===== config.mk =====
export PLATFORM = sky130hd
export DESIGN_NAME = bleadv_ctrl
export DESIGN_NICKNAME = d
export VERILOG_FILES = /design/src/rtl/core/bleadv_pkg.sv /design/src/rtl/core/bleadv_ctrl.sv
export SDC_FILE = /design/constraint.sdc
export NUM_CORES = 1
export LEC_CHECK = 0
export ABC_AREA = 1
export BUFFER_PORTS_ARGS = -buffer_cell sky130_fd_sc_hd__buf_2
export CORE_AREA = 4 4 41 43
export DETAILED_ROUTE_END_ITERATION = 6
export DIE_AREA = 0 0 45 47
export GPL_TIMING_DRIVEN = 0
export PLACE_DENSITY = 0.73
export SLEW_MARGIN = 20
export SYNTH_ARGS = -nofsm -noshare
export SYNTH_HDL_FRONTEND = slang
export SYNTH_SLANG_ARGS = --single-unit

===== constraint.sdc =====
create_clock -name clk -period 1.87 [get_ports clk]
set_clock_uncertainty 0.2 [all_clocks]
set_input_delay 0.187 -clock clk [delete_from_list [all_inputs] [get_ports clk]]
set_output_delay 0.187 -clock clk [all_outputs]
set_load 0.03 [all_outputs]

===== src/rtl/core/bleadv_pkg.sv =====
package bleadv_pkg;

  localparam int MaxDevicesDef = 32;
  localparam int NameBytesDef  = 32;

  localparam logic [7:0] TypeFullName  = 8'h09;
  localparam logic [7:0] TypeShortName = 8'h08;

  typedef enum logic [1:0] {
    CMD_DATA  = 2'd0,
    CMD_READ  = 2'd1,
    CMD_CLEAR = 2'd2,
    CMD_NONE  = 2'd3
  } cmd_t;

  typedef enum logic [2:0] {
    OUT_UPDATED = 3'd0,
    OUT_ADDED   = 3'd1,
    OUT_DROPPED = 3'd2,
    OUT_READ    = 3'd3,
    OUT_CLEARED = 3'd4
  } outcome_t;

  typedef enum logic [1:0] {
    PH_LEN  = 2'd0,
    PH_TYPE = 2'd1,
    PH_BODY = 2'd2,
    PH_STOP = 2'd3
  } phase_t;

  // controller to datapath
  typedef struct packed {
    logic take;        // latch input beat, run parser
    logic search_clr;  // start a new address search
    logic search_step; // compare one slot
    logic commit;      // write table for the report
    logic copy_step;   // copy one name character
    logic read_issue;  // register read of the selected entry
    logic clear;       // drop table count
    logic out_load;    // load result register
  } ctl_t;

  // datapath to controller
  typedef struct packed {
    logic search_done;
    logic copy_done;
    logic need_copy;
  } sts_t;

endpackage


===== src/rtl/core/bleadv_ctrl.sv =====
module bleadv_ctrl (
  input  logic            clk,
  input  logic            rst_n,
  input  logic            in_valid,
  output logic            in_ready,
  input  logic [1:0]      in_cmd,
  input  logic            in_report_end,
  input  logic            out_valid,
  input  logic            out_ready,
  input  bleadv_pkg::sts_t sts,
  output bleadv_pkg::ctl_t ctl
);
  import bleadv_pkg::*;

  typedef enum logic [6:0] {
    S_IDLE   = 7'b0000001,
    S_SEARCH = 7'b0000010,
    S_COMMIT = 7'b0000100,
    S_COPY   = 7'b0001000,
    S_READ   = 7'b0010000,
    S_RESULT = 7'b0100000,
    S_CLEAR  = 7'b1000000
  } state_t;

  state_t state_r, state_nxt;
  logic   out_free;

  // result register is free when empty or being drained this cycle
  assign out_free = !out_valid || out_ready;
  assign in_ready = (state_r == S_IDLE);

  always_comb begin
    state_nxt = state_r;
    ctl = '0;
    unique case (state_r)
      S_IDLE: begin
        if (in_valid) begin
          ctl.take = 1'b1;
          ctl.search_clr = 1'b1;
          unique case (in_cmd)
            CMD_DATA:  if (in_report_end) state_nxt = S_SEARCH;
            CMD_READ:  state_nxt = S_READ;
            CMD_CLEAR: state_nxt = S_CLEAR;
            default:   state_nxt = S_IDLE;
          endcase
        end
      end
      S_SEARCH: begin
        ctl.search_step = 1'b1;
        if (sts.search_done) state_nxt = S_COMMIT;
      end
      S_COMMIT: begin
        if (out_free) begin
          ctl.commit = 1'b1;
          ctl.out_load = 1'b1;
          state_nxt = sts.need_copy ? S_COPY : S_IDLE;
        end
      end
      S_COPY: begin
        ctl.copy_step = 1'b1;
        if (sts.copy_done) state_nxt = S_IDLE;
      end
      S_READ: begin
        ctl.read_issue = 1'b1;
        state_nxt = S_RESULT;
      end
      S_RESULT: begin
        if (out_free) begin
          ctl.out_load = 1'b1;
          state_nxt = S_IDLE;
        end
      end
      S_CLEAR: begin
        if (out_free) begin
          ctl.clear = 1'b1;
          ctl.out_load = 1'b1;
          state_nxt = S_IDLE;
        end
      end
      default: state_nxt = S_IDLE;
    endcase
  end

  always_ff @(posedge clk) begin
    if (!rst_n) begin
      state_r <= S_IDLE;
    end else begin
      state_r <= state_nxt;
    end
  end

  // only one control strobe per cycle that touches the table
  assert property (@(posedge clk) disable iff (!rst_n)
    $onehot0({ctl.commit, ctl.copy_step, ctl.read_issue, ctl.clear}))
    else $error("table strobes overlap");
  // a beat is taken only when idle
  assert property (@(posedge clk) disable iff (!rst_n)
    ctl.take |-> (state_r == S_IDLE))
    else $error("beat taken while busy");
  // commit always follows a finished search
  assert property (@(posedge clk) disable iff (!rst_n)
    (state_r == S_COMMIT) |-> ($past(state_r) == S_SEARCH || $past(state_r) == S_COMMIT))
    else $error("commit without search");
endmodule


==> metrics.csv <==
stage;metric;value;unit
sta;Pins Over Slew Limit;0;
sta;Highest Clock Rate;555;MHz
placed_design;weighted congestion at the end of routability-driven global placement;0.885;
layout;fraction of layout instances using a drive strength above 1;0.331;
clock_tree;buffer cell driving the clock tree root;clkbuf_4;
detailed_routing;routed length per instance;10.4;um
placed_design;placed wire-length estimate after detailed placement;1230;um
global_route;initial antenna violation count;0;
global_route;met2 Resource Use GR;0.260;
die;overall die area;0.00212;mm2
placed_design;port buffer count;19;
critical_path;number of buffers and inverters on the critical path;3;
clock_tree;H-tree level count;1;
global_route;Most Crowded Layer GR;met2;
layout;layout net count;142;
critical_path;Max stage delay on crit path;0.34;ns
die;Core Region;0.00130;mm2
detailed_routing;via total after detailed routing;709;
layout;Filler Cell Count;141;
detailed_routing;number of DRC markers in iteration 0;17;
global_route;met1 track demand over resource;0.188;
logic_synthesis;post-synthesis cell area;604;um2
critical_path;Critical Path Start Type;flip-flop;
die;die extent in x;45;um
power;worst vdd rail ir drop;815;uV
global_route;global-route met3 utilization;0.0460;
die;y dimension of the die;47;um
sta;number of failing setup endpoints in the final timing report;0;
clock_tree;later-pin clock latency in the skew report;0.25;ns
global_route;total congestion overflow;0;
detailed_routing;post-detailed-route via-to-cell ratio;4.89;
global_route;total routing usage reported by global routing;0.152;
sta;minimum setup slack in the final design;0.0690;ns
critical_path;cell class contributing the biggest share of worst-path delay;simple AND/OR/NAND/NOR gates;
logic_synthesis;Netlist cell types;20;
global_route;pin count of the biggest net entering global routing;8;
logic_synthesis;sequential element share of the synthesized area;0.232;
logic_synthesis;Mapped Nets;117;
clock_tree;TritonCTS Buffers;3;
layout;number of diodes;0;
critical_path;Worst EP required;1.48;ns
sta;slew of the pin with the lowest slew margin;0.363;ns
clock_tree;clock transition time at the flip-flop clock pins of the worst setup and hold paths;0.05;ns
detailed_routing;final wirelength;1500;um
detailed_routing;DRC Markers;0;
critical_path;Max Fanout on Critical Path;5;
power;power after layout;1.33;mW
critical_path;kind of end point of the critical path;output port;
clock_tree;TritonCTS clock tree;yes;
global_route;via count of the first global-routing pass;563;
critical_path;critical path, cell by cell;nor2_2 -> nand2_4 -> nor2_4 -> inv_2 -> nor2_4 -> buf_4 -> buf_4;
sta;final worst path period share;0.963;
detailed_routing;Detail Route Antenna Nets;0;
die;Initial Util;0.464;
power;Static Leakage;0.438;nW
clock_tree;CTS Hold Bufs;0;
clock_tree;clk sinks;7;
logic_synthesis;count of mapped cells out of synthesis;106;
sta;number of hold violations in the final report;0;
logic_synthesis;Syn Area/Cell;5.70;um2
clock_tree;maximum count of clock buffers along a single path;2;
critical_path;arrival time worst endpoint;1.41;ns
critical_path;slowest library cell on the worst path;dfxtp_2;
sta;headroom to the max-slew limit;0.757;
logic_synthesis;Warnings, synthesis;0;
sta;Final Critical Period;1.80;ns
detailed_routing;length of the first detailed-routing pass in iterations;4;
layout;biggest regs;state_r: 7 flops;
layout;area overhead of the layout relative to synthesis;29.0;%
logic_synthesis;count of flip-flops with a built-in enable after synthesis;0;
global_route;wire length of the first global-routing pass;2320;um
logic_synthesis;register bit count reported by yosys;7;
power;Pwr per Cell Area;1710;mW/mm2
die;Std-Cell Rows;13;
flow_run;number of max-cap violations;0;
critical_path;critical path start-end classification;flip-flop to output port;
layout;register with the most flip-flops;state_r;
placed_design;Place WS;0.212;ns
layout;number of flip-flops under the largest register name;7;
hold_path;worst min path class;input pin to flip-flop;
status;status;finished clean;
die;total I/O pin count;20;
logic_synthesis;async set-or-reset flop fraction in the synthesized netlist;0;
logic_synthesis;Post-synth top flop;dfxtp_1;
-- cell usage after synthesis (2+ instances only) --
| cell type | number | share of area |
|---|---|---|
| nor2_2 | 5 | 0.052 |
| nand4_1 | 2 | 0.021 |
| nand3_1 | 9 | 0.075 |
| nor2_1 | 20 | 0.12 |
| nor3_1 | 4 | 0.033 |
| inv_2 | 2 | 0.012 |
| a21oi_1 | 3 | 0.025 |
| nand2_1 | 26 | 0.16 |
| dfxtp_1 | 7 | 0.23 |
| nand2_2 | 2 | 0.021 |
| nor2_4 | 2 | 0.037 |
| inv_1 | 16 | 0.099 |
-- worst paths after layout --
| kind | start | to | slack [ns] | cells past startpoint |
|---|---|---|---|---|
| max | state_r[6] | ctl[7] | 0.07 | 7 |
| min | rst_n | state_r[0] | 0.003 | 2 |
| max reg2reg | state_r[1] | state_r[3] | 0.26 | 9 |
| min reg2reg | state_r[0] | state_r[0] | 0.32 | 2 |
-- stage by stage --
stage / area [um2] / instances / utilization / TNS, ns / hold slack [ns]
3_5_place_dp: 726 / 140 / 0.558 / 0 / 0.257
6_report: 779 / 145 / 0.599 / 0 / 0.00306
5_1_grt: 779 / 145 / 0.599 / -0.00120 / 0.00540
4_1_cts: 754 / 144 / 0.580 / 0 / 0.00228
3_3_place_gp: 726 / 140 / 0.558 / 0 / 0.248
2_1_floorplan: 612 / 106 / - / 0 / 0.0717
-- routing by layer --
metal  vias up  part of all wire
li1        375                 -
met1       307              0.44
met2        27              0.49
met3         0             0.072
met4         0                 0
met5         -                 0
-- cell type report --
cell class	instances	area [um2]	share of cell area
repair buffers	20	108	0.138
multi-input cells	80	407	0.522
clock buffers	4	26.3	0.0337
plain buffers	1	7.51	0.00963
flip-flops and latches	7	145	0.186
well taps	15	18.8	0.0241
inverters	18	67.6	0.0867
-- power breakdown --
part / leakage [nW] / switching, mW / internal [mW]
logic: 0.365 / 0.602 / 0.322
clock network: 0.0150 / 0.0548 / 0.0814
registers: 0.0579 / 0.0654 / 0.207
-- cells by family (layout without fill, tap and decap cells) --
family	count (synthesis)	count (layout)	synth area share
simple gates	74	74	0.584
buf+inv	19	43	0.124
flops	7	7	0.232
compound gates	5	5	0.0455
xor+xnor	1	1	0.0145
-- cells in the final DEF, fill, tap and decap left out, drive strengths merged --
| master | synthesis | routed |
|---|---|---|
| nand2 | 29 | 29 |
| nor2 | 27 | 27 |
| buf | 1 | 21 |
| inv | 18 | 18 |
| nand3 | 10 | 10 |
| dfxtp | 7 | 7 |
| nor3 | 4 | 4 |
| clkbuf | 0 | 4 |
| a21oi | 3 | 3 |
| nand4 | 2 | 2 |
| xor2 | 1 | 1 |
| nand3b | 1 | 1 |
| o21a | 1 | 1 |
| o21ai | 1 | 1 |
| nor3b | 1 | 1 |
-- repair_timing --
| item | CTS | global route |
|---|---|---|
| setup endpoints to repair | 1 | 3 |
| resized for setup | 2 | 8 |
| pin swaps | 1 | 3 |
| buffers inserted | 0 | 1 |
| hold endpoints to repair | 0 | 0 |
-- worst reg2reg max path, stage by stage (launching register included) --
cell and delay, ns:
dfxtp_1 0.45, nor2_1 0.09, nand2_1 0.10, nor2_4 0.06, nand3_1 0.07, nand2_1 0.06
nor2_1 0.25, nand3_1 0.11, nand2_1 0.07, nor2_1 0.04
Note: power is estimated with default switching activity, not from simulation.
